[config.mk]
export PLATFORM = sky130hd
export DESIGN_NAME = encoder_shake_value_refresh_ctrl
export DESIGN_NICKNAME = d
export VERILOG_FILES = /design/src/rtl/esvr_pkg.sv /design/src/rtl/encoder_shake_value_refresh_ctrl.sv
export SDC_FILE = /design/constraint.sdc
export NUM_CORES = 1
export LEC_CHECK = 0
export ABC_CLOCK_PERIOD_IN_PS = 27500
export BUFFER_PORTS_ARGS = -buffer_cell sky130_fd_sc_hd__buf_2
export CAP_MARGIN = 20
export CORE_UTILIZATION = 30
export CTS_BUF_LIST = sky130_fd_sc_hd__clkbuf_8
export CTS_CLUSTER_DIAMETER = 80
export DETAILED_ROUTE_END_ITERATION = 10
export PLACE_DENSITY = 0.52
export SYNTH_ARGS = -nofsm -noshare
export SYNTH_HDL_FRONTEND = slang
export SYNTH_SLANG_ARGS = --single-unit
[constraint.sdc]
create_clock -name aclk -period 27.5 [get_ports aclk]
set_clock_uncertainty 0.2 [all_clocks]
set_input_delay 4.125 -clock aclk [delete_from_list [all_inputs] [get_ports aclk]]
set_output_delay 4.125 -clock aclk [all_outputs]
set_load 0.02 [all_outputs]
[src/rtl/esvr_pkg.sv]
package esvr_pkg;

    // widths of the stream fields
    localparam int unsigned TIME_W    = 32;
    localparam int unsigned VALUE_W   = 10;
    localparam int unsigned PART_W    = 6;
    localparam int unsigned ACTION_W  = 2;
    localparam int unsigned CFG_IDX_W = 3;
    localparam int unsigned CFG_DAT_W = 16;
    localparam int unsigned S_DATA_W  = 40;
    localparam int unsigned M_DATA_W  = 24;
    localparam int unsigned RES_MAX   = 3;

    // counter limit and decoder scaling
    localparam logic [VALUE_W-1:0] VALUE_MAX            = 10'd999;
    localparam logic signed [4:0]  QUAD_STEPS_PER_COUNT = 5'sd4;

    // register indexes
    localparam logic [CFG_IDX_W-1:0] REG_SHAKE_DEBOUNCE = 3'd0;
    localparam logic [CFG_IDX_W-1:0] REG_SHAKE_WINDOW   = 3'd1;
    localparam logic [CFG_IDX_W-1:0] REG_SHAKE_THRESH   = 3'd2;
    localparam logic [CFG_IDX_W-1:0] REG_SHAKE_COOLDOWN = 3'd3;
    localparam logic [CFG_IDX_W-1:0] REG_BUTTON_LOCKOUT = 3'd4;
    localparam logic [CFG_IDX_W-1:0] REG_ENCODER_HOLD   = 3'd5;
    localparam logic [CFG_IDX_W-1:0] REG_CONTRAST_PER   = 3'd6;
    localparam logic [CFG_IDX_W-1:0] REG_FLASH_PER      = 3'd7;

    // register reset values
    localparam logic [15:0] RST_SHAKE_DEBOUNCE = 16'd80;
    localparam logic [15:0] RST_SHAKE_WINDOW   = 16'd1000;
    localparam logic [7:0]  RST_SHAKE_THRESH   = 8'd6;
    localparam logic [15:0] RST_SHAKE_COOLDOWN = 16'd500;
    localparam logic [15:0] RST_BUTTON_LOCKOUT = 16'd300;
    localparam logic [15:0] RST_ENCODER_HOLD   = 16'd200;
    localparam logic [5:0]  RST_CONTRAST_PER   = 6'd20;
    localparam logic [5:0]  RST_FLASH_PER      = 6'd3;

    // refresh actions
    localparam logic [ACTION_W-1:0] ACT_FULL     = 2'd0;
    localparam logic [ACTION_W-1:0] ACT_PARTIAL  = 2'd1;
    localparam logic [ACTION_W-1:0] ACT_FLASH    = 2'd2;
    localparam logic [ACTION_W-1:0] ACT_CONTRAST = 2'd3;

    // quadrature step per (previous, current) pair of A/B levels
    localparam logic signed [1:0] QUAD_TABLE [16] = '{
        2'sd0, -2'sd1, 2'sd1, 2'sd0, 2'sd1, 2'sd0, 2'sd0, -2'sd1,
        -2'sd1, 2'sd0, 2'sd0, 2'sd1, 2'sd0, 2'sd1, -2'sd1, 2'sd0
    };

    typedef struct packed {
        logic              shake_level;
        logic              button_level;
        logic              enc_b;
        logic              enc_a;
        logic [TIME_W-1:0] now_ms;
    } sample_t;

    typedef struct packed {
        logic [PART_W-1:0]   partial_number;
        logic [VALUE_W-1:0]  shown_value;
        logic [ACTION_W-1:0] action;
    } result_t;

    typedef struct packed {
        logic [ACTION_W-1:0] action;
        logic [PART_W-1:0]   partial_count;
        logic [PART_W-1:0]   flash_phase;
    } recovery_t;

endpackage

[src/rtl/encoder_shake_value_refresh_ctrl.sv]
// channel   | ports                       | payload
// ----------+-----------------------------+------------------------------------------
// sample in | s_tvalid s_tready s_tdata   | now_ms, enc_a, enc_b, button_level, shake_level
// refresh   | m_tvalid m_tready m_tdata   | action, shown_value, partial_number; tlast = last
//           | m_tlast                     |
// config    | cfg_we cfg_index cfg_wdata  | eight registers, write only
//
// a sample is held in the input register, then is decoded in one pass
// and its 0..3 refreshes land in a three-entry result buffer, drained one per cycle
// whenever m_tready is high; a sample with no refreshes is decoded while the buffer drains
// aresetn is synchronous, active low; clears control state and restores register defaults
// a stalled result buffer holds the decoded sample in the input register

module encoder_shake_value_refresh_ctrl #(
    parameter logic [esvr_pkg::VALUE_W-1:0] VALUE_MAX            = esvr_pkg::VALUE_MAX,
    parameter logic signed [4:0]            QUAD_STEPS_PER_COUNT =
                                                esvr_pkg::QUAD_STEPS_PER_COUNT
) (
    input  logic                            aclk,
    input  logic                            aresetn,
    input  logic                            s_tvalid,
    output logic                            s_tready,
    // [31:0] now_ms, [32] enc_a, [33] enc_b, [34] button_level, [35] shake_level
    input  logic [esvr_pkg::S_DATA_W-1:0]   s_tdata,
    output logic                            m_tvalid,
    input  logic                            m_tready,
    // [1:0] action, [11:2] shown_value, [17:12] partial_number
    output logic [esvr_pkg::M_DATA_W-1:0]   m_tdata,
    output logic                            m_tlast,
    input  logic                            cfg_we,
    input  logic [esvr_pkg::CFG_IDX_W-1:0]  cfg_index,
    input  logic [esvr_pkg::CFG_DAT_W-1:0]  cfg_wdata
);

    // configuration registers
    logic [15:0] shake_debounce_reg;
    logic [15:0] shake_window_reg;
    logic [7:0]  shake_thresh_reg;
    logic [15:0] shake_cooldown_reg;
    logic [15:0] button_lockout_reg;
    logic [15:0] encoder_hold_reg;
    logic [5:0]  contrast_per_reg;
    logic [5:0]  flash_per_reg;

    // input register
    esvr_pkg::sample_t in_reg;
    logic              in_vld_reg;

    // decoder state
    logic [1:0]        last_quad_reg,     last_quad_next;
    logic signed [3:0] quad_steps_reg,    quad_steps_next;
    logic signed [7:0] pending_reg,       pending_next;
    logic              prev_button_reg,   prev_button_next;
    logic [31:0]       button_accept_reg, button_accept_next;
    logic              prev_shake_reg,    prev_shake_next;
    logic [31:0]       shake_accept_reg,  shake_accept_next;
    logic [31:0]       enc_apply_reg,     enc_apply_next;
    logic [7:0]        shake_count_reg,   shake_count_next;
    logic [31:0]       window_start_reg,  window_start_next;
    logic [31:0]       shake_action_reg,  shake_action_next;
    logic [9:0]        counter_reg,       counter_next;
    logic [5:0]        partial_reg,       partial_next;
    logic [5:0]        flash_phase_reg,   flash_phase_next;

    // result buffer, entry 0 is the head
    esvr_pkg::result_t res_reg [esvr_pkg::RES_MAX];
    esvr_pkg::result_t res_next [esvr_pkg::RES_MAX];
    logic [1:0]        cnt_reg, cnt_next;

    // per-sample decode
    esvr_pkg::result_t   res_btn, res_enc, res_shk;
    esvr_pkg::recovery_t rec_enc, rec_shk;
    logic                press, shake_edge, enc_fire, shk_fire;
    logic [1:0]          n_res;
    logic                buf_free, proc;

    // one partial refresh step of the recovery counters
    function automatic esvr_pkg::recovery_t partial_step(
        input logic [5:0] pc,
        input logic [5:0] fp,
        input logic [5:0] cper,
        input logic [5:0] fper
    );
        esvr_pkg::recovery_t r;
        logic [5:0]          pc1;
        logic [5:0]          fp1;
        pc1 = pc + 6'd1;
        fp1 = fp + 6'd1;
        if (pc1 >= cper) begin
            r.partial_count = '0;
            r.flash_phase   = '0;
            r.action        = esvr_pkg::ACT_CONTRAST;
        end else if (fp1 >= fper) begin
            r.partial_count = pc1;
            r.flash_phase   = '0;
            r.action        = esvr_pkg::ACT_FLASH;
        end else begin
            r.partial_count = pc1;
            r.flash_phase   = fp1;
            r.action        = esvr_pkg::ACT_PARTIAL;
        end
        return r;
    endfunction

    // configuration writes
    always_ff @(posedge aclk) begin
        if (!aresetn) begin
            shake_debounce_reg <= esvr_pkg::RST_SHAKE_DEBOUNCE;
            shake_window_reg   <= esvr_pkg::RST_SHAKE_WINDOW;
            shake_thresh_reg   <= esvr_pkg::RST_SHAKE_THRESH;
            shake_cooldown_reg <= esvr_pkg::RST_SHAKE_COOLDOWN;
            button_lockout_reg <= esvr_pkg::RST_BUTTON_LOCKOUT;
            encoder_hold_reg   <= esvr_pkg::RST_ENCODER_HOLD;
            contrast_per_reg   <= esvr_pkg::RST_CONTRAST_PER;
            flash_per_reg      <= esvr_pkg::RST_FLASH_PER;
        end else if (cfg_we) begin
            case (cfg_index)
                esvr_pkg::REG_SHAKE_DEBOUNCE: shake_debounce_reg <= cfg_wdata;
                esvr_pkg::REG_SHAKE_WINDOW:   shake_window_reg   <= cfg_wdata;
                esvr_pkg::REG_SHAKE_THRESH:   shake_thresh_reg   <= cfg_wdata[7:0];
                esvr_pkg::REG_SHAKE_COOLDOWN: shake_cooldown_reg <= cfg_wdata;
                esvr_pkg::REG_BUTTON_LOCKOUT: button_lockout_reg <= cfg_wdata;
                esvr_pkg::REG_ENCODER_HOLD:   encoder_hold_reg   <= cfg_wdata;
                esvr_pkg::REG_CONTRAST_PER:   contrast_per_reg   <= cfg_wdata[5:0];
                esvr_pkg::REG_FLASH_PER:      flash_per_reg      <= cfg_wdata[5:0];
                default: ;
            endcase
        end
    end

    // handshake: decode goes ahead when it has no refreshes or the result buffer is empty or popping its last entry
    assign buf_free = (cnt_reg == 2'd0) || ((cnt_reg == 2'd1) && m_tready);
    assign proc     = in_vld_reg && ((n_res == 2'd0) || buf_free);
    assign s_tready = !in_vld_reg || proc;

    always_ff @(posedge aclk) begin
        if (!aresetn) begin
            in_vld_reg <= 1'b0;
        end else if (s_tready) begin
            in_vld_reg <= s_tvalid;
        end
    end

    always_ff @(posedge aclk) begin
        if (s_tready && s_tvalid) begin
            in_reg <= esvr_pkg::sample_t'(s_tdata[35:0]);
        end
    end

    // single-pass decode of the registered sample
    always_comb begin
        logic signed [4:0]  qs_sum;
        logic [31:0]        d_btn, d_shk, d_enc, d_act, d_win;
        logic signed [11:0] v_sum;
        logic [9:0]         cv_enc;
        logic [5:0]         pc0, fp0, pc1, fp1;
        logic [7:0]         sc;
        logic [31:0]        ws;

        // quadrature
        qs_sum = {quad_steps_reg[3], quad_steps_reg}
               + 5'(esvr_pkg::QUAD_TABLE[{last_quad_reg, in_reg.enc_a, in_reg.enc_b}]);
        last_quad_next  = {in_reg.enc_a, in_reg.enc_b};
        quad_steps_next = qs_sum[3:0];
        pending_next    = pending_reg;
        if (qs_sum >= QUAD_STEPS_PER_COUNT) begin
            if (pending_reg != -8'sd128) pending_next = pending_reg - 8'sd1;
            quad_steps_next = '0;
        end else if (qs_sum <= -QUAD_STEPS_PER_COUNT) begin
            if (pending_reg != 8'sd127) pending_next = pending_reg + 8'sd1;
            quad_steps_next = '0;
        end

        // button edge with lockout
        d_btn              = in_reg.now_ms - button_accept_reg;
        press              = prev_button_reg && !in_reg.button_level
                             && (d_btn >= {16'd0, button_lockout_reg});
        button_accept_next = press ? in_reg.now_ms : button_accept_reg;
        prev_button_next   = in_reg.button_level;

        // shake edge with debounce
        d_shk             = in_reg.now_ms - shake_accept_reg;
        shake_edge        = prev_shake_reg && !in_reg.shake_level
                            && (d_shk >= {16'd0, shake_debounce_reg});
        shake_accept_next = shake_edge ? in_reg.now_ms : shake_accept_reg;
        prev_shake_next   = in_reg.shake_level;

        // forced full refresh clears the recovery counters
        pc0 = press ? 6'd0 : partial_reg;
        fp0 = press ? 6'd0 : flash_phase_reg;
        res_btn.action         = esvr_pkg::ACT_FULL;
        res_btn.shown_value    = counter_reg;
        res_btn.partial_number = 6'd0;

        // pending counts applied after the hold time
        d_enc    = in_reg.now_ms - enc_apply_reg;
        enc_fire = (pending_next != 8'sd0) && (d_enc >= {16'd0, encoder_hold_reg});
        v_sum    = $signed({2'b00, counter_reg}) + 12'(pending_next);
        if (v_sum < 12'sd0) begin
            cv_enc = '0;
        end else if (v_sum > $signed({2'b00, VALUE_MAX})) begin
            cv_enc = VALUE_MAX;
        end else begin
            cv_enc = v_sum[9:0];
        end
        rec_enc = partial_step(pc0, fp0, contrast_per_reg, flash_per_reg);
        res_enc.action         = rec_enc.action;
        res_enc.shown_value    = cv_enc;
        res_enc.partial_number = rec_enc.partial_count;
        if (enc_fire) begin
            pending_next   = '0;
            counter_next   = cv_enc;
            pc1            = rec_enc.partial_count;
            fp1            = rec_enc.flash_phase;
            enc_apply_next = in_reg.now_ms;
        end else begin
            counter_next   = counter_reg;
            pc1            = pc0;
            fp1            = fp0;
            enc_apply_next = enc_apply_reg;
        end

        // shake window counting with cooldown
        d_act             = in_reg.now_ms - shake_action_reg;
        d_win             = in_reg.now_ms - window_start_reg;
        sc                = shake_count_reg;
        ws                = window_start_reg;
        shk_fire          = 1'b0;
        shake_action_next = shake_action_reg;
        if (shake_edge && (d_act > {16'd0, shake_cooldown_reg})) begin
            if ((sc == 8'd0) || (d_win > {16'd0, shake_window_reg})) begin
                sc = 8'd1;
                ws = in_reg.now_ms;
            end else if (sc != 8'd255) begin
                sc = sc + 8'd1;
            end
            if (sc >= shake_thresh_reg) begin
                shk_fire          = 1'b1;
                shake_action_next = in_reg.now_ms;
                sc                = 8'd0;
            end
        end
        rec_shk = partial_step(pc1, fp1, contrast_per_reg, flash_per_reg);
        res_shk.action         = rec_shk.action;
        res_shk.shown_value    = (counter_next == VALUE_MAX)
                                 ? counter_next : counter_next + 10'd1;
        res_shk.partial_number = rec_shk.partial_count;
        if (shk_fire) begin
            counter_next     = res_shk.shown_value;
            partial_next     = rec_shk.partial_count;
            flash_phase_next = rec_shk.flash_phase;
        end else begin
            partial_next     = pc1;
            flash_phase_next = fp1;
        end

        // window expiry, once per sample
        if ((sc != 8'd0) && ((in_reg.now_ms - ws) > {16'd0, shake_window_reg})) begin
            sc = 8'd0;
        end
        shake_count_next  = sc;
        window_start_next = ws;

        n_res = 2'(press) + 2'(enc_fire) + 2'(shk_fire);
    end

    // decoder state update
    always_ff @(posedge aclk) begin
        if (!aresetn) begin
            last_quad_reg     <= 2'b11;
            quad_steps_reg    <= '0;
            pending_reg       <= '0;
            prev_button_reg   <= 1'b1;
            button_accept_reg <= '0;
            prev_shake_reg    <= 1'b1;
            shake_accept_reg  <= '0;
            enc_apply_reg     <= '0;
            shake_count_reg   <= '0;
            window_start_reg  <= '0;
            shake_action_reg  <= '0;
            counter_reg       <= '0;
            partial_reg       <= '0;
            flash_phase_reg   <= '0;
        end else if (proc) begin
            last_quad_reg     <= last_quad_next;
            quad_steps_reg    <= quad_steps_next;
            pending_reg       <= pending_next;
            prev_button_reg   <= prev_button_next;
            button_accept_reg <= button_accept_next;
            prev_shake_reg    <= prev_shake_next;
            shake_accept_reg  <= shake_accept_next;
            enc_apply_reg     <= enc_apply_next;
            shake_count_reg   <= shake_count_next;
            window_start_reg  <= window_start_next;
            shake_action_reg  <= shake_action_next;
            counter_reg       <= counter_next;
            partial_reg       <= partial_next;
            flash_phase_reg   <= flash_phase_next;
        end
    end

    // result buffer: load in order button, encoder, shake; otherwise shift on pop
    always_comb begin
        res_next = res_reg;
        cnt_next = cnt_reg;
        if (proc && (n_res != 2'd0)) begin
            res_next[0] = press ? res_btn : (enc_fire ? res_enc : res_shk);
            res_next[1] = (press && enc_fire) ? res_enc : res_shk;
            res_next[2] = res_shk;
            cnt_next    = n_res;
        end else if (m_tvalid && m_tready) begin
            res_next[0] = res_reg[1];
            res_next[1] = res_reg[2];
            cnt_next    = cnt_reg - 2'd1;
        end
    end

    always_ff @(posedge aclk) begin
        if (!aresetn) begin
            cnt_reg <= '0;
        end else begin
            cnt_reg <= cnt_next;
        end
    end

    always_ff @(posedge aclk) begin
        res_reg <= res_next;
    end

    assign m_tvalid = (cnt_reg != 2'd0);
    assign m_tlast  = (cnt_reg == 2'd1);
    assign m_tdata  = {6'd0, res_reg[0]};

    // checks
    a_cnt_range: assert property (@(posedge aclk) disable iff (!aresetn)
        cnt_reg <= 2'd3)
        else $error("result buffer count out of range");

    a_value_clamped: assert property (@(posedge aclk) disable iff (!aresetn)
        m_tvalid |-> (res_reg[0].shown_value <= VALUE_MAX))
        else $error("shown value above limit");

    a_in_hold: assert property (@(posedge aclk) disable iff (!aresetn)
        (in_vld_reg && !proc) |=> (in_vld_reg && $stable(in_reg)))
        else $error("held sample lost while result buffer busy");

    a_counter_clamped: assert property (@(posedge aclk) disable iff (!aresetn)
        counter_reg <= VALUE_MAX)
        else $error("counter above limit");

endmodule

==> reports/qor.csv <==
stage;metric;value;unit
logic_synthesis;EDFF count, synth;90;
place;Place WS;12690;ps
die;Ports;91;
die;FP Rows;120;
critical_path;CP endpoint;s_tready;
logic_synthesis;Synth cell types;93;
clocking;H-tree levels;3;
drt;first drt pass iteration count;6;
power;VDD IR max;0.0353;mV
die;die height;332;µm
global_routing;met1 Resource Use GR;27.2;%
timing;fin crit share;56.4;%
global_routing;met3 Use GR;3.23;%
critical_path;RR Startpoint;in_reg[0];
hold_path;HP Class;reg2reg;
drt;drt drc;0;
die;die area;0.110;mm²
critical_path;Critical Path AT;11180;ps
place;DP Wirelength;78000;µm
logic_synthesis;yosys warns;0;
timing;Slew @ Worst Pin;1060;ps
critical_path;Critical path origin;in_reg[0];
power;sequential share of power;29.6;%
layout;Layout area overhead;10.3;%
layout;layout cells sized above 1;7.58;%
layout;Final Cell Area;0.0361;mm²
drt;Vias/cell;5.28;
clocking;CTS tree;yes;
timing;endpoints failing hold;0;
power;Logic pwr share;46.1;%
logic_synthesis;Post-Syn Area;0.0327;mm²
drt;Initial DRC Count;2211;
die;CORE AREA;0.108;mm²
layout;Largest register FFs;36;
timing;Worst Setup Slack, final;12000;ps
logic_synthesis;Synth Instances;4266;
drt;via count;30416;
clocking;CTS buffer count;78;
flow_run;MaxCap Viol Count;0;
drt;Avg WL per Cell;18.3;µm
layout;final design utilization;33.6;%
power;power share of the clock group;24.3;%
critical_path;element type at the critical path end;output port;
timing;fmax;0.0645;GHz
global_routing;GRT Util Overall;18.8;%
critical_path;worst reg-to-reg path cell count;52;
clocking;clock transition at the registers of the reported paths;60;ps
clocking;Skew-Pair Late Insertion Delay;710;ps
power;leak pwr;14.1;nW
drt;Routed Antenna Nets;0;
critical_path;Slowest-stage cell, CP;fa_1;
timing;Setup-failing EPs final;0;
critical_path;flop2flop setup slack;14880;ps
logic_synthesis;Synth area leader;dfxtp_1;
layout;fin nets;4712;
timing;Slew HR;29.1;%
critical_path;Reg2Reg Capture Point;shake_count_reg[2];
place;Post-DP Area;0.0346;mm²
clocking;root buffer cell;clkbuf_8;
critical_path;CP dominant cell by count;a21o_1;
global_routing;first-pass GRT wire length;165000;µm
logic_synthesis;Syn Area/Cell;7.67;µm²
die;Die W;332;µm
logic_synthesis;Main synth FF type;dfxtp_1;
clocking;CTS Buffer Depth;3;
power;power per cell area;66.8;mW/mm²
critical_path;Worst EP required;23170;ps
power;Sw Share;42.1;%
critical_path;Largest stage delay, worst path;760;ps
timing;unrepaired setup endpoints after global routing;false;
logic_synthesis;Seq/Total Area, Yosys;27.2;%
global_routing;largest net degree at the start of global routing;118;
drt;total wire length;106000;µm
clocking;post-CTS setup buffer count;0;
timing;Final Max Tran Viols;0;
logic_synthesis;ys async rst share;0;%
critical_path;critical path class;reg2out;
global_routing;initial antenna violation count;12;
place;Port-buffer cells;80;
global_routing;grt peak-use layer;met2;
logic_synthesis;Yosys top cell area share;18.9;%
power;Cell Int Power;1.39;mW
critical_path;crit start category;flip-flop;
power;Final Power;2.41;mW
run_status;status;completed;
global_routing;grt ovf;0;
logic_synthesis;register bit total from synthesis;399;
timing;setup_tns;0;ps
clocking;clock sinks;399;
timing;Final min period;15500;ps
clocking;hold_buf cts;0;
die;initial core utilization;30.4;%
critical_path;Crit Path Max Fanout;34;
global_routing;vias in the first global route;28148;
logic_synthesis;Area contributors post-synth;dfxtp_1, ha_1, edfxtp_1, a21oi_1, nand2_1;
clocking;post-CTS resize count;0;
place;gp weighted congestion;0.881;
power;Net Sw Power;1.02;mW
global_routing;grt met2 use;28.5;%
==> cells in the mapped netlist (46+ instances only) <==
master / n
o21a_1: 46
mux2i_1: 123
a21oi_1: 486
nand4_1: 59
dfxtp_1: 309
nor3_1: 75
edfxtp_1: 90
xnor2_1: 106
o21ai_0: 195
nand2b_1: 57
ha_1: 345
clkbuf_1: 140
nand2_1: 564
o211ai_1: 75
a21o_1: 84
nor2_1: 369
nand3_1: 100
xor2_1: 61
inv_1: 343
nor2b_1: 46
==> kinds of logic (layout without fill, tap and decap cells) <==
group | after synthesis | after routing | synth area share (%)
buffers and inverters | 553 | 638 | 6.75
muxes | 136 | 136 | 4.26
adders and majority gates | 354 | 354 | 13.8
other | 1 | 12 | 0.0115
DFF | 399 | 399 | 27.2
AOI/OAI and AO/OA | 1197 | 1197 | 23.0
and+or+nand+nor | 1458 | 1458 | 20.5
xor gates and xnor gates | 168 | 168 | 4.52
==> final cells by class <==
class / count / area, µm²
clock buffer: 90 / 1240
clock inverter: 52 / 245
multi-input combinational: 3319 / 21700
tap: 1403 / 1760
fill: 11624 / 71400
antenna: 6 / 15.0
inverter: 346 / 1310
timing repair buffer: 150 / 938
sequential: 399 / 8890
==> worst min-delay path by stage <==
| stage | to | startpoint | slack (ps) | depth (start not counted) |
|---|---|---|---|---|
| 2_1_floorplan | quad_steps_reg[0] | quad_steps_reg[0] | 240 | 2 |
| 3_3_place_gp | shake_window_reg[2] | shake_window_reg[2] | 240 | 2 |
| 3_5_place_dp | button_lockout_reg[9] | button_lockout_reg[9] | 250 | 2 |
| 4_1_cts | shake_action_reg[23] | shake_action_reg[23] | 260 | 2 |
| 5_1_grt | shake_thresh_reg[6] | shake_thresh_reg[6] | 270 | 2 |
| 6_report | enc_apply_reg[21] | enc_apply_reg[21] | 250 | 2 |
==> metal layers <==
layer / vias to the layer above / wire length (µm)
met2: 707 / 44700
met1: 14314 / 52500
met4: 10 / 2440
met5: - / 48
met3: 140 / 6090
li1: 15245 / -
==> worst max-delay path: cells and delay by family (launching register included) <==
| kind | cells | cell delay [ps] |
|---|---|---|
| XOR/XNOR | 1 | 80 |
| AND/OR/NAND/NOR | 13 | 2800 |
| flip-flops | 1 | 540 |
| buffers and inverters | 6 | 1650 |
| adder cells (fa/ha/maj) | 5 | 1960 |
| AO/OA/AOI/OAI | 15 | 3380 |
==> placed cells by master, fill, tap and decap left out, drive strengths merged, types with 23 or more instances in the layout <==
master	synthesis	final
a21oi	486	486
xnor2	107	107
clkbuf	146	90
nand3	100	100
o21a	47	47
and2	26	26
a211oi	42	42
nor2	369	369
buf	61	150
a31oi	30	30
dfxtp	309	309
nand4	59	59
nor3	76	76
nand2b	57	57
mux2i	123	123
inv	344	376
o211ai	77	77
and3	28	28
nand2	564	564
o21bai	23	23
edfxtp	90	90
ha	345	345
nor4	29	29
xor2	61	61
nor2b	46	46
o21ai	199	199
a21o	84	84
==> per-stage QoR <==
step	std cells	hold slack (ps)
floorplan	4271	236
global placement	5616	242
detailed placement	5616	246
CTS	5758	255
global route	5762	266
finish	5765	254
==> power by group through the flow <==
| stage | clock [mW] | combinational, mW | sequential [mW] |
|---|---|---|---|
| 2_1_floorplan | 0 | 0.823 | 0.723 |
| 3_3_place_gp | 0 | 1.10 | 0.725 |
| 3_5_place_dp | 0 | 1.10 | 0.726 |
| 4_1_cts | 0.607 | 1.11 | 0.714 |
| 5_1_grt | 0.631 | 1.24 | 0.721 |
| 6_report | 0.585 | 1.11 | 0.714 |
(Power assumes the default switching activity.)
